**src/rtl/core/poa_pkg.sv**
```systemverilog
// ----------------------------------------------------------------------------
// poa_pkg
// types, widths and operation codes of the per-pixel 8-bit alu
// ----------------------------------------------------------------------------
`default_nettype none

package poa_pkg;

   localparam int PIXEL_W   = 8;
   localparam int LUT_DEPTH = 256;
   localparam int OP_W      = 5;
   localparam int CONST_W   = 9;
   localparam int WEIGHT_W  = 9;
   localparam int CSR_IDX_W = 2;
   localparam int CSR_DAT_W = 9;

   // transaction kinds on the request channel
   localparam logic OPC_PIXEL       = 1'b0;
   localparam logic OPC_TABLE_WRITE = 1'b1;

   // configuration register indexes
   localparam logic [CSR_IDX_W-1:0] CSR_OPERATION    = 2'd0;
   localparam logic [CSR_IDX_W-1:0] CSR_CONST_VALUE  = 2'd1;
   localparam logic [CSR_IDX_W-1:0] CSR_BLEND_WEIGHT = 2'd2;

   // operation codes
   localparam logic [OP_W-1:0] OP_SET    = 5'd0;
   localparam logic [OP_W-1:0] OP_NOT    = 5'd1;
   localparam logic [OP_W-1:0] OP_FLIP   = 5'd2;
   localparam logic [OP_W-1:0] OP_LUT    = 5'd3;
   localparam logic [OP_W-1:0] OP_ABS    = 5'd4;
   localparam logic [OP_W-1:0] OP_ADDC   = 5'd5;
   localparam logic [OP_W-1:0] OP_LERPC  = 5'd6;
   localparam logic [OP_W-1:0] OP_LERPNC = 5'd7;
   localparam logic [OP_W-1:0] OP_ADD    = 5'd8;
   localparam logic [OP_W-1:0] OP_AVG    = 5'd9;
   localparam logic [OP_W-1:0] OP_SUB    = 5'd10;
   localparam logic [OP_W-1:0] OP_SUBH   = 5'd11;
   localparam logic [OP_W-1:0] OP_SUBA   = 5'd12;
   localparam logic [OP_W-1:0] OP_LERP   = 5'd13;
   localparam logic [OP_W-1:0] OP_LERPN  = 5'd14;
   localparam logic [OP_W-1:0] OP_LERPI  = 5'd15;
   localparam logic [OP_W-1:0] OP_NORM   = 5'd16;

   localparam logic [OP_W-1:0] OP_RESET  = OP_NOT;

   typedef struct packed {
      logic        [OP_W-1:0]     operation;
      logic signed [CONST_W-1:0]  const_value;
      logic        [WEIGHT_W-1:0] blend_weight;
   } cfg_type;

endpackage

`default_nettype wire

```
**src/rtl/core/poa_if.sv**
```systemverilog
// ----------------------------------------------------------------------------
// poa channel interfaces
// valid/ready channels for requests, responses and register writes
// ----------------------------------------------------------------------------
`default_nettype none

interface poa_req_if;
   import poa_pkg::*;
   logic               valid;
   logic               ready;
   logic               opcode;
   logic [PIXEL_W-1:0] pixel_a;
   logic [PIXEL_W-1:0] pixel_b;
   logic [PIXEL_W-1:0] table_index;
   logic [PIXEL_W-1:0] table_value;

   modport source (output valid, opcode, pixel_a, pixel_b, table_index, table_value,
                   input ready);
   modport sink   (input valid, opcode, pixel_a, pixel_b, table_index, table_value,
                   output ready);
endinterface

interface poa_rsp_if;
   import poa_pkg::*;
   logic               valid;
   logic               ready;
   logic [PIXEL_W-1:0] result_pixel;

   modport source (output valid, result_pixel, input ready);
   modport sink   (input valid, result_pixel, output ready);
endinterface

interface poa_csr_if;
   import poa_pkg::*;
   logic                 valid;
   logic                 ready;
   logic [CSR_IDX_W-1:0] index;
   logic [CSR_DAT_W-1:0] data;

   modport source (output valid, index, data, input ready);
   modport sink   (input valid, index, data, output ready);
endinterface

`default_nettype wire

```
**src/rtl/core/poa_ram.sv**
```systemverilog
// ----------------------------------------------------------------------------
// poa_ram
// generic single-write, single-read ram with registered read data
// ----------------------------------------------------------------------------
`default_nettype none

module poa_ram #(
   parameter int WIDTH = 8,
   parameter int DEPTH = 256
) (
   input  logic                     clock,
   input  logic                     wr_en,
   input  logic [$clog2(DEPTH)-1:0] wr_addr,
   input  logic [WIDTH-1:0]         wr_data,
   input  logic                     rd_en,
   input  logic [$clog2(DEPTH)-1:0] rd_addr,
   output logic [WIDTH-1:0]         rd_data
);

   logic [WIDTH-1:0] mem_ff [DEPTH];
   logic [WIDTH-1:0] rd_data_ff;

   always_ff @(posedge clock) begin
      if (wr_en) begin
         mem_ff[wr_addr] <= wr_data;
      end
      if (rd_en) begin
         rd_data_ff <= mem_ff[rd_addr];
      end
   end

   assign rd_data = rd_data_ff;

endmodule

`default_nettype wire

```
**src/rtl/core/poa_alu.sv**
```systemverilog
// ----------------------------------------------------------------------------
// poa_alu
// combinational datapath of the pixel alu, one result per operand pair
// ----------------------------------------------------------------------------
`default_nettype none

module poa_alu (
   input  poa_pkg::cfg_type                cfg,
   input  logic [poa_pkg::PIXEL_W-1:0]     pixel_a,
   input  logic [poa_pkg::PIXEL_W-1:0]     pixel_b,
   input  logic [poa_pkg::PIXEL_W-1:0]     lut_data,
   output logic [poa_pkg::PIXEL_W-1:0]     result
);
   import poa_pkg::*;

   // min(2*|v-128|, 255)
   function automatic logic [PIXEL_W-1:0] abs_biased(input logic [PIXEL_W-1:0] v);
      logic [PIXEL_W-1:0] mag;
      logic [PIXEL_W:0]   twice;
      begin
         mag   = v[PIXEL_W-1] ? (v - 8'h80) : (8'h80 - v);
         twice = {mag, 1'b0};
         abs_biased = twice[PIXEL_W] ? 8'hff : twice[PIXEL_W-1:0];
      end
   endfunction

   logic [PIXEL_W-1:0]        c_byte;
   logic [PIXEL_W-1:0]        abs_a;
   logic [PIXEL_W-1:0]        abs_b;
   logic signed [9:0]         addc_sum;
   logic [PIXEL_W-1:0]        addc_res;
   logic [PIXEL_W:0]          sum9;
   logic [PIXEL_W+1:0]        avg10;
   logic [PIXEL_W:0]          dif9;
   logic [PIXEL_W-1:0]        neg_dif;
   logic [PIXEL_W+1:0]        norm10;
   logic [PIXEL_W-1:0]        target;
   logic                      away;
   logic signed [9:0]         diff;
   logic signed [9:0]         weight_s;
   logic signed [19:0]        prod;
   logic signed [19:0]        bias;
   logic signed [19:0]        blend_sum;
   logic [PIXEL_W-1:0]        blend_res;

   assign c_byte = cfg.const_value[PIXEL_W-1:0];
   assign abs_a  = abs_biased(pixel_a);
   assign abs_b  = abs_biased(pixel_b);

   // saturating add of the signed constant
   assign addc_sum = $signed({2'b00, pixel_a}) +
                     $signed({cfg.const_value[CONST_W-1], cfg.const_value});
   always_comb begin
      if (addc_sum[9]) begin
         addc_res = 8'h00;
      end else if (addc_sum[8]) begin
         addc_res = 8'hff;
      end else begin
         addc_res = addc_sum[PIXEL_W-1:0];
      end
   end

   assign sum9    = {1'b0, pixel_a} + {1'b0, pixel_b};
   assign avg10   = {1'b0, sum9} + 10'd1;
   assign dif9    = {1'b0, pixel_a} - {1'b0, pixel_b};
   assign neg_dif = pixel_b - pixel_a;
   assign norm10  = {2'b00, abs_a} + {2'b00, abs_b} + 10'd1;

   // blend target and rounding
   always_comb begin
      case (cfg.operation)
         OP_LERPC, OP_LERPNC: begin
            target = c_byte;
         end
         OP_LERPI: begin
            target = ~pixel_b;
         end
         default: begin
            target = pixel_b;
         end
      endcase
   end

   assign away      = (cfg.operation == OP_LERPNC) || (cfg.operation == OP_LERPN);
   assign diff      = $signed({2'b00, target}) - $signed({2'b00, pixel_a});
   assign weight_s  = $signed({1'b0, cfg.blend_weight});
   assign prod      = 20'(diff) * 20'(weight_s);
   assign bias      = away ? (prod[19] ? 20'sd0 : 20'sd255) : 20'sd128;
   assign blend_sum = prod + bias;
   // floor division by 256 keeps only bits 15:8 after the 8-bit truncation
   assign blend_res = pixel_a + blend_sum[15:8];

   always_comb begin
      case (cfg.operation)
         OP_SET:    result = c_byte;
         OP_NOT:    result = ~pixel_a;
         OP_FLIP:   result = pixel_a ^ 8'h80;
         OP_LUT:    result = lut_data;
         OP_ABS:    result = abs_a;
         OP_ADDC:   result = addc_res;
         OP_LERPC:  result = blend_res;
         OP_LERPNC: result = blend_res;
         OP_ADD:    result = sum9[PIXEL_W] ? 8'hff : sum9[PIXEL_W-1:0];
         OP_AVG:    result = avg10[PIXEL_W:1];
         OP_SUB:    result = dif9[PIXEL_W] ? 8'h00 : dif9[PIXEL_W-1:0];
         OP_SUBH:   result = {~dif9[PIXEL_W], dif9[PIXEL_W-1:1]};
         OP_SUBA:   result = dif9[PIXEL_W] ? neg_dif : dif9[PIXEL_W-1:0];
         OP_LERP:   result = blend_res;
         OP_LERPN:  result = blend_res;
         OP_LERPI:  result = blend_res;
         OP_NORM:   result = norm10[PIXEL_W:1];
         default:   result = pixel_a;
      endcase
   end

endmodule

`default_nettype wire

```
**src/rtl/core/pixel_op_alu_u8.sv**
```systemverilog
// ----------------------------------------------------------------------------
// pixel_op_alu_u8
// per-pixel 8-bit alu with a 256-entry lookup table and three settings
// ----------------------------------------------------------------------------
//
//   channel   dir   handshake      payload
//   req_bus   in    valid/ready    opcode, pixel_a, pixel_b, table_index, table_value
//   rsp_bus   out   valid/ready    result_pixel
//   csr_bus   in    valid/ready    index, data (always ready)
//
// two register stages: the request stage (operands plus lookup table read)
// and the response register; a pixel transaction's result passes through the
// request stage and then the response register, and one transaction is taken
// every cycle unless a stalled response holds a full request stage
// a table write is done in the cycle it is taken and gives no response
// reset clears the valid flags and loads the settings; table contents stay
// undefined until written
// a stalled response holds both stages; the request stage still takes a
// transaction whenever it is empty or moving on
`default_nettype none

module pixel_op_alu_u8 (
   input  logic     clock,
   input  logic     reset,
   poa_req_if.sink   req_bus,
   poa_rsp_if.source rsp_bus,
   poa_csr_if.sink   csr_bus
);
   import poa_pkg::*;

   // settings
   cfg_type cfg_ff, cfg_in;

   // request stage
   logic               s1_valid_ff, s1_valid_in;
   logic [PIXEL_W-1:0] s1_a_ff, s1_a_in;
   logic [PIXEL_W-1:0] s1_b_ff, s1_b_in;

   // response register
   logic               rsp_valid_ff, rsp_valid_in;
   logic [PIXEL_W-1:0] rsp_pixel_ff, rsp_pixel_in;

   logic               req_fire;
   logic               pixel_fire;
   logic               table_fire;
   logic               rsp_advance;
   logic [PIXEL_W-1:0] lut_data;
   logic [PIXEL_W-1:0] alu_result;

   // response register frees up when empty or being taken
   assign rsp_advance   = !rsp_valid_ff || rsp_bus.ready;
   assign req_bus.ready = !s1_valid_ff || rsp_advance;

   assign req_fire   = req_bus.valid && req_bus.ready;
   assign pixel_fire = req_fire && (req_bus.opcode == OPC_PIXEL);
   assign table_fire = req_fire && (req_bus.opcode == OPC_TABLE_WRITE);

   // settings write port, never stalls
   assign csr_bus.ready = 1'b1;

   always_comb begin
      cfg_in = cfg_ff;
      if (csr_bus.valid) begin
         case (csr_bus.index)
            CSR_OPERATION: begin
               cfg_in.operation = csr_bus.data[OP_W-1:0];
            end
            CSR_CONST_VALUE: begin
               cfg_in.const_value = $signed(csr_bus.data[CONST_W-1:0]);
            end
            CSR_BLEND_WEIGHT: begin
               cfg_in.blend_weight = csr_bus.data[WEIGHT_W-1:0];
            end
            default: begin
               // writes past the register list are dropped
               cfg_in = cfg_ff;
            end
         endcase
      end
   end

   // lookup table: written by table transactions, read at pixel_a on entry
   poa_ram #(
      .WIDTH (PIXEL_W),
      .DEPTH (LUT_DEPTH)
   ) u_lut (
      .clock   (clock),
      .wr_en   (table_fire),
      .wr_addr (req_bus.table_index),
      .wr_data (req_bus.table_value),
      .rd_en   (pixel_fire),
      .rd_addr (req_bus.pixel_a),
      .rd_data (lut_data)
   );

   // request stage: only pixel transactions occupy it
   always_comb begin
      s1_valid_in = s1_valid_ff;
      s1_a_in     = s1_a_ff;
      s1_b_in     = s1_b_ff;
      if (req_bus.ready) begin
         s1_valid_in = pixel_fire;
      end
      if (pixel_fire) begin
         s1_a_in = req_bus.pixel_a;
         s1_b_in = req_bus.pixel_b;
      end
   end

   poa_alu u_alu (
      .cfg      (cfg_ff),
      .pixel_a  (s1_a_ff),
      .pixel_b  (s1_b_ff),
      .lut_data (lut_data),
      .result   (alu_result)
   );

   // response register
   always_comb begin
      rsp_valid_in = rsp_valid_ff;
      rsp_pixel_in = rsp_pixel_ff;
      if (rsp_advance) begin
         rsp_valid_in = s1_valid_ff;
         if (s1_valid_ff) begin
            rsp_pixel_in = alu_result;
         end
      end
   end

   always_ff @(posedge clock) begin
      if (reset) begin
         cfg_ff.operation    <= OP_RESET;
         cfg_ff.const_value  <= '0;
         cfg_ff.blend_weight <= '0;
         s1_valid_ff         <= 1'b0;
         rsp_valid_ff        <= 1'b0;
      end else begin
         cfg_ff       <= cfg_in;
         s1_valid_ff  <= s1_valid_in;
         rsp_valid_ff <= rsp_valid_in;
      end
   end

   // payload, no reset
   always_ff @(posedge clock) begin
      s1_a_ff      <= s1_a_in;
      s1_b_ff      <= s1_b_in;
      rsp_pixel_ff <= rsp_pixel_in;
   end

   assign rsp_bus.valid        = rsp_valid_ff;
   assign rsp_bus.result_pixel = rsp_pixel_ff;

endmodule

`default_nettype wire

```
**src/flat_wrapper.sv**
```systemverilog
// flat-port wrapper written by rule: the top's interface ports become plain ports
module pixel_op_alu_u8_flat import poa_pkg::*;
  (clock, reset, req_bus_valid, req_bus_opcode, req_bus_pixel_a, req_bus_pixel_b, req_bus_table_index, req_bus_table_value, req_bus_ready, rsp_bus_valid, rsp_bus_result_pixel, rsp_bus_ready, csr_bus_valid, csr_bus_index, csr_bus_data, csr_bus_ready);
  poa_req_if req_bus_i ();
  poa_rsp_if rsp_bus_i ();
  poa_csr_if csr_bus_i ();
  input  logic clock;
  input  logic reset;
  input wire logic [$bits(req_bus_i.valid)-1:0] req_bus_valid;
  input wire logic [$bits(req_bus_i.opcode)-1:0] req_bus_opcode;
  input wire logic [$bits(req_bus_i.pixel_a)-1:0] req_bus_pixel_a;
  input wire logic [$bits(req_bus_i.pixel_b)-1:0] req_bus_pixel_b;
  input wire logic [$bits(req_bus_i.table_index)-1:0] req_bus_table_index;
  input wire logic [$bits(req_bus_i.table_value)-1:0] req_bus_table_value;
  output wire logic [$bits(req_bus_i.ready)-1:0] req_bus_ready;
  output wire logic [$bits(rsp_bus_i.valid)-1:0] rsp_bus_valid;
  output wire logic [$bits(rsp_bus_i.result_pixel)-1:0] rsp_bus_result_pixel;
  input wire logic [$bits(rsp_bus_i.ready)-1:0] rsp_bus_ready;
  input wire logic [$bits(csr_bus_i.valid)-1:0] csr_bus_valid;
  input wire logic [$bits(csr_bus_i.index)-1:0] csr_bus_index;
  input wire logic [$bits(csr_bus_i.data)-1:0] csr_bus_data;
  output wire logic [$bits(csr_bus_i.ready)-1:0] csr_bus_ready;
  assign req_bus_i.valid = req_bus_valid;
  assign req_bus_i.opcode = req_bus_opcode;
  assign req_bus_i.pixel_a = req_bus_pixel_a;
  assign req_bus_i.pixel_b = req_bus_pixel_b;
  assign req_bus_i.table_index = req_bus_table_index;
  assign req_bus_i.table_value = req_bus_table_value;
  assign req_bus_ready = req_bus_i.ready;
  assign rsp_bus_valid = rsp_bus_i.valid;
  assign rsp_bus_result_pixel = rsp_bus_i.result_pixel;
  assign rsp_bus_i.ready = rsp_bus_ready;
  assign csr_bus_i.valid = csr_bus_valid;
  assign csr_bus_i.index = csr_bus_index;
  assign csr_bus_i.data = csr_bus_data;
  assign csr_bus_ready = csr_bus_i.ready;
  pixel_op_alu_u8 u_core (.clock(clock), .reset(reset), .req_bus(req_bus_i), .rsp_bus(rsp_bus_i), .csr_bus(csr_bus_i));
endmodule
```
**config.mk**
```make
export PLATFORM = sky130hd
export DESIGN_NAME = pixel_op_alu_u8_flat
export DESIGN_NICKNAME = d
export VERILOG_FILES = /design/src/rtl/core/poa_pkg.sv /design/src/rtl/core/poa_if.sv /design/src/rtl/core/poa_ram.sv /design/src/rtl/core/poa_alu.sv /design/src/rtl/core/pixel_op_alu_u8.sv /design/src/flat_wrapper.sv
export SDC_FILE = /design/constraint.sdc
export NUM_CORES = 2
export LEC_CHECK = 0
export BUFFER_PORTS_ARGS = -buffer_cell sky130_fd_sc_hd__buf_4
export CORE_MARGIN = 1
export CORE_UTILIZATION = 48
export DETAILED_ROUTE_END_ITERATION = 7
export PLACE_DENSITY = 0.65
export SLEW_MARGIN = 20
export SYNTH_ARGS = -nofsm -noshare
export SYNTH_HDL_FRONTEND = slang
export SYNTH_SLANG_ARGS = --single-unit
```
**constraint.sdc**
```tcl
create_clock -name clock -period 17.1 [get_ports clock]
set_clock_uncertainty 0.05 [all_clocks]
set_input_delay 0.855 -clock clock [delete_from_list [all_inputs] [get_ports clock]]
set_output_delay 0.855 -clock clock [all_outputs]
set_load 0.005 [all_outputs]
```
# After elaboration in Yosys (flattened, before gate mapping)
# Memories as Yosys holds them, arrays and structs flattened. A register that Yosys moved wholly into a read port is not among the register bits.
# Cells that the tools add are included.
word_totals:
  reg_bits: 49
  ram_bits: 2048
  output_inout_bits: 11
  wordCells: 78
  n_memories: 1
mem_list:
  columns: ["name", "words", "width", "read_ports", "rd_clocked_by_memory_dff", "write_ports", "line", "text"]
  rows:
  - ["u_core.u_lut.mem_ff", 256, 8, 1, 1, 1, "poa_ram.sv:20", "logic [WIDTH-1:0] mem_ff [DEPTH];"]
classes:
  add_sub_neg: 14
  n_mul: 1
  eq_ne: 18
  mux: 15
  bitwise: 5
  n_reduce_logical: 16
ops:
  columns: ["operator", "count"]
  rows:
  - ["$pmux W8 S13", 1]
  - ["$mux W8", 11]
  - ["$eq A5 B4 Y1 const B", 8]
  - ["$eq A5 B3 Y1 const B", 4]
  - ["$mul A9 B10 Y19", 1]
  - ["$add A8 B8 Y9", 2]
  - ["$add A9 B1 Y9 const B", 2]
  - ["$sub A8 B8 Y9", 2]
  - ["$add A16 B9 Y16", 1]
  - ["$not A8 Y8", 2]
  - ["$pmux W8 S2", 1]
  - ["$sub A8 B8 Y8 const A", 2]
  - ["$sub A8 B8 Y8 const B", 2]
  - ["$add A9 B9 Y10", 1]
  - ["$eq A5 B2 Y1 const B", 2]
  - ["$add A8 B8 Y8", 1]
  - ["$reduce_and A2 Y1", 4]
  - ["$sub A8 B8 Y8", 1]
  - ["$eq A5 B1 Y1 const B", 1]
  - ["$eq A5 B5 Y1 const B", 1]
  - ["$logic_not A5 Y1", 1]
  - ["$reduce_or A5 Y1", 1]
  - ["$logic_and A1 B1 Y1", 3]
  - ["$logic_or A1 B1 Y1", 3]
  - ["other kinds (7)", 11]

# Longest topological paths before layout
depth:
  depth_word: 10
  mapped_depth: 51
  ltp_nobuf: 48

# Modules after synthesis
# Synthesis repeated with hierarchy kept, for this count alone.
unflattened:
  cells_unflattened: 4760
  area_unflattened_um2: 88300.9
by_module_without_submodules:
  columns: ["module", "n_inst", "cells_per_inst", "area_each_um2", "seq_area_each_um2"]
  rows:
  - ["poa_ram", 1, 3733, 79636.4, 61739.2]
  - ["poa_alu", 1, 900, 6881.6, 0.0]
  - ["pixel_op_alu_u8", 1, 127, 1783.0, 1221.2]

# Worst setup path after synthesis
# No wires, ideal clock.
synth_timing:
  kind: "reg2reg"
  start: "register u_core.cfg_ff[19] (netlist name)"
  end: "register u_core.rsp_pixel_ff[7] (netlist: u_core.rsp_bus.result_pixel[7]) (data pin)"
  setup_ns: 0.257
  arrival_time_ns: 10.956
  slack_ns: 5.837
  stages_incl_launch_ff: 51
  n_path_buf: 4
  synth_period_minus_slack_ns: 11.263
  cell_sequence: "dfxtp_1 -> clkbuf_1 -> clkbuf_1 -> nand4_1 -> nor2b_1 -> clkbuf_1 -> a221oi_1 -> ha_1 -> inv_1 -> fa_1 -> nand2_1 -> nand2_1 -> a21oi_1 -> o21bai_1 -> a21oi_1 -> nor2b_1 -> o21ai_0 -> nand2b_1 -> [... 15 more ...] -> ha_1 -> a21o_1 -> a21o_1 -> a21oi_1 -> nand3b_1 -> nand2_1 -> a31oi_2 -> nor2_1 -> xnor2_1 -> ha_1 -> o21ai_0 -> o21bai_1 -> a21o_1 -> a21oi_1 -> xnor2_1 -> xnor2_1 -> or3_1 -> a32o_1"
synth_via:
  elab_chain_cells: 10
synth_lines:
  columns: ["item", "line", "text"]
  rows:
  - ["start: declaration", "pixel_op_alu_u8.sv:32", "cfg_type cfg_ff, cfg_in;"]
  - ["start signal: assignment", "pixel_op_alu_u8.sv:138", "cfg_ff <= cfg_in;"]
  - ["$eq A5 B3 Y1 (on tied branches)", "poa_alu.sv:71, poa_alu.sv:84, poa_alu.sv:94", null]
  - ["$reduce_or A2 Y1", "poa_alu.sv:71", "case (cfg.operation)"]
  - ["$pmux W8 S2", "poa_alu.sv:71", null]
  - ["$sub A8 B8 Y9", "poa_alu.sv:85", "assign diff = $signed({2'b00, target}) - $signed({2'b00, pixel_a});"]
  - ["$mul A9 B10 Y19", "poa_alu.sv:87", "assign prod = 20'(diff) * 20'(weight_s);"]
  - ["$mux W8 (2 in a row)", "poa_alu.sv:88", "assign bias = away ? (prod[19] ? 20'sd0 : 20'sd255) : 20'sd128;"]
  - ["$add A16 B9 Y16", "poa_alu.sv:89", "assign blend_sum = prod + bias;"]
  - ["$add A8 B8 Y8", "poa_alu.sv:91", "assign blend_res = pixel_a + blend_sum[15:8];"]
  - ["$pmux W8 S13 (*)", "poa_alu.sv:94", "case (cfg.operation)"]
  - ["named net u_core.alu_result[7]", "pixel_op_alu_u8.sv:48", "logic [PIXEL_W-1:0] alu_result;"]
  - ["end signal: assignment", "pixel_op_alu_u8.sv:148", "rsp_pixel_ff <= rsp_pixel_in;"]
  - ["end: declaration", "pixel_op_alu_u8.sv:41", "logic [PIXEL_W-1:0] rsp_pixel_ff, rsp_pixel_in;"]
# The timed path passes the listed nets; every way through them passes the cells marked *.
# A chain may end at the register's enable or synchronous reset.

# Worst setup path after layout
# Ends and elaborated chain as after synthesis.

==> summary.md <==
| Metric | Value |
|---|---|
| Iteration-0 DRC Markers | `roughly 4,700` |
| Synth unique cells | `69` |
| Avg Vias per Cell | `around 6.1` |
| Switching power share of the total | `22.1%` |
| Largest net degree at the start of global routing | `134` |
| Sequential element share of the synthesized area | `between 70% and 80%` |
| Met1 usage | `between 30% and 40%` |
| Comb pwr share | `approximately 7.2%` |
| Via count | `around 42,000` |
| WP buf/inv | `2` |
| Starting Density | `between 40% and 50%` |
| CTS Sinks | `2,105` |
| Die area | `approximately 180,000 µm²` |
| Final Setup Violations | `0` |
| Post-cts hold buffer count | `0` |
| Min-Delay Path Class | `primary input to flip-flop` |
| Grt total ovfl | `0` |
| Die span in y | `between 400 and 500 µm` |
| Clock power share | `between 40% and 50%` |
| Critical Path Max Stage Delay | `roughly 720 ps` |
| Worst Path Arrival | `13,130 ps` |
| Pre-CTS setup slack | `~4600 ps` |
| Synth Cell Area | `87,200 µm²` |
| PD cells | `between 100 and 150 nW/µm²` |
| CTS Buf Count | `around 210` |
| Post-CTS Setup Bufs | `0` |
| Synthesis warning total | `0` |
| FMAX | `79.3 MHz` |
| Relative slew margins | `between 20% and 30%` |
| Final layout net count | `~4,600` |
| Worst vdd ir | `0.0810 mV` |
| Synthesized instance count | `around 4,200` |
| Crit path top cell by count | `fa_1` |
| Grt met3 use | `between 3 and 4%` |
| CP delay by family, top | `compound AO/OA/AOI/OAI gates` |
| Worst-Margin Slew | `1060 ps` |
| Synth-to-layout area growth | `10.8%` |
| Pre-antenna DRT Iters | `6` |
| Gp weighted congestion | `0.905` |
| Wire length per cell | `approximately 29 µm` |
| Min Tclk post-route | `approximately 13,000 ps` |
| Share of layout cells above drive strength 1 | `between 20% and 30%` |
| Drt drc | `0` |
| Global-route wire length before repair | `around 300,000 µm` |
| Int Power | `around 8.4 mW` |
| Routed WL | `201,000 µm` |
| Clk slew on worst S/H paths | `~60 ps` |
| Max Buffers Root-to-Sink | `3` |
| CP startpoint kind | `flip-flop` |
| Outcome | `finished clean` |
| Worst-Skew Late Latency | `between 800 and 900 ps` |
| Slowest-stage cell, CP | `dfxtp_1` |
| Hold Vio Cnt, Final | `0` |
| Vias in the first global route | `between 40,000 and 50,000` |
| PnR worst setup slack | `roughly 4500 ps` |
| RSZ-0062 raised after global routing | `no` |
| Register share of total power | `around 53%` |
| Busiest layer in global routing | `met2` |
| CTS root buffer | `clkbuf_16` |
| Crit path kind | `flip-flop to flip-flop` |
| H-tree Lvls | `4` |
| Post-synth top flop | `edfxtp_1` |
| Initial antenna violation count | `4` |
| Leakage power | `30.6 nW` |
| Syn Area/Cell | `between 20 and 25 µm²` |
| I/O Pins | `60` |
| GR Util All Layers | `approximately 22%` |
| Setup TNS | `0 ps` |
| Detail Route Antenna Nets | `0` |
| Post-DP HPWL | `between 100,000 and 150,000 µm` |
| Rows | `between 150 and 200` |
| Die width | `approximately 430 µm` |
| Crit path capture type | `flip-flop` |
| TritonCTS clock tree | `done` |
| Synth Register Bits | `~2,100` |
| Max Cap Viol | `0` |
| Final Max Slew Viols | `0` |
| I/O Buffers | `58` |
| Area of the core | `181,000 µm²` |
| CP required | `roughly 18,000 ps` |
| P_sw | `around 2.4 mW` |
| Synth async-reset ratio | `0%` |
| Final period utilization | `73.7%` |
| CTS resizes | `0` |
| CP max FO | `21` |
| Post-synth EDFFs | `around 2,100` |
| Syn Nets | `approximately 4,500` |
| Met2 usage | `35.2%` |
## cell usage after synthesis, types with 21 or more instances
| cell type | count | area (µm²) |
|---|---|---|
| a22oi_1 | 21 | 158 |
| nor2_1 | 347 | 1300 |
| buf_2 | 58 | 290 |
| mux4_2 | 672 | 15100 |
| a21oi_1 | 56 | 280 |
| xnor2_1 | 49 | 429 |
| and2_1 | 43 | 269 |
| fa_1 | 57 | 1140 |
| nand3_1 | 21 | 105 |
| nor3_1 | 24 | 120 |
| edfxtp_1 | 2080 | 62500 |
| o21ai_0 | 40 | 200 |
| mux2i_1 | 30 | 300 |
| inv_1 | 94 | 353 |
| ha_1 | 119 | 1490 |
| dfxtp_1 | 25 | 500 |
| nor2b_1 | 33 | 206 |
| clkbuf_1 | 145 | 544 |
| nand2_1 | 107 | 402 |
## worst register-to-register path: cells and delay by family, from the launching register on
family,cells,cell delay [ps]
AO/OA/AOI/OAI,18,3980
XOR/XNOR,4,630
adder cells (fa/ha/maj),10,3940
buffers and inverters,2,100
flip-flops,1,720
AND/OR/NAND/NOR,13,2910
## flip-flops by register name, summed over array words and instances (netlist names)
register                     count
u_core.cfg_ff                   23
u_core.rsp_bus.result_pixel      8
u_core.rsp_bus.valid             1
u_core.s1_a_ff                   8
u_core.s1_b_ff                   8
u_core.s1_valid_ff               1
u_core.u_lut.mem_ff           2048
u_core.u_lut.rd_data             8
## cell families after synthesis
group                    share of synthesized area (%)
XOR/XNOR                                         0.663
other                                          0.00430
adder cells (fa/ha/maj)                           3.02
AND/OR/NAND/NOR                                   3.23
flip-flops                                        72.2
AO/OA/AOI/OAI                                     1.73
multiplexers                                      17.7
buffers and inverters                             1.46
## power groups by stage
stage                     Combinational (mW)  Clock, mW  Sequential [mW]
after global routing                   0.845       4.59             5.69
after floorplan                        0.494          0             5.80
after global placement                 0.779          0             5.80
final                                  0.784       4.34             5.70
after CTS                              0.792       4.40             5.70
after detailed placement               0.789          0             5.81
## final cells by class
type	count	area, µm²
fillers	13700	83900
flip-flops and latches	2105	63000
multi-input cells	1806	23000
clock buffers	257	5410
well taps	2370	2970
repair buffers	118	1010
clock inverters	122	991
inverters	94	353
diodes	1	2.50
## through the flow
step           instance area (µm²)  std cells  power (mW)  util (%)  hold slack [ps]
6_report                     96700       6873        10.8      53.5              157
5_1_grt                      96700       6873        11.1      53.5              113
4_1_cts                      96700       6872        10.9      53.5             92.6
3_5_place_dp                 90300       6493        6.59      50.0              502
3_3_place_gp                 90300       6493        6.58      50.0              492
2_1_floorplan                87200       4229        6.29         -              405
## cell usage in the layout (no fill, tap or decap), drive strengths merged, types with 56 or more instances in the layout
master	n
edfxtp	2080
mux4	672
nor2	347
clkbuf	260
ha	119
buf	115
nand2	107
inv	102
clkinv	98
fa	57
a21oi	56
## worst paths after layout
| path | from | endpoint | slack, ps | depth (start not counted) |
|---|---|---|---|---|
| worst min register to register | u_core.s1_valid_ff | u_core.rsp_bus.valid | 530 | 2 |
| worst max register to register | u_core.cfg_ff[19] | u_core.rsp_bus.result_pixel[7] | 4490 | 47 |
| worst max-delay path | u_core.cfg_ff[19] | u_core.rsp_bus.result_pixel[7] | 4490 | 47 |
| worst min-delay path | req_bus_pixel_b[1] | u_core.s1_b_ff[1] | 160 | 1 |
## layer usage
layer,part of all wire (%),wire [µm]
met4,2.2,4370
met2,49,98700
met3,6.6,13400
met1,42,84900
met5,0.0065,13
No activity file was read; power rests on OpenSTA's default activity.
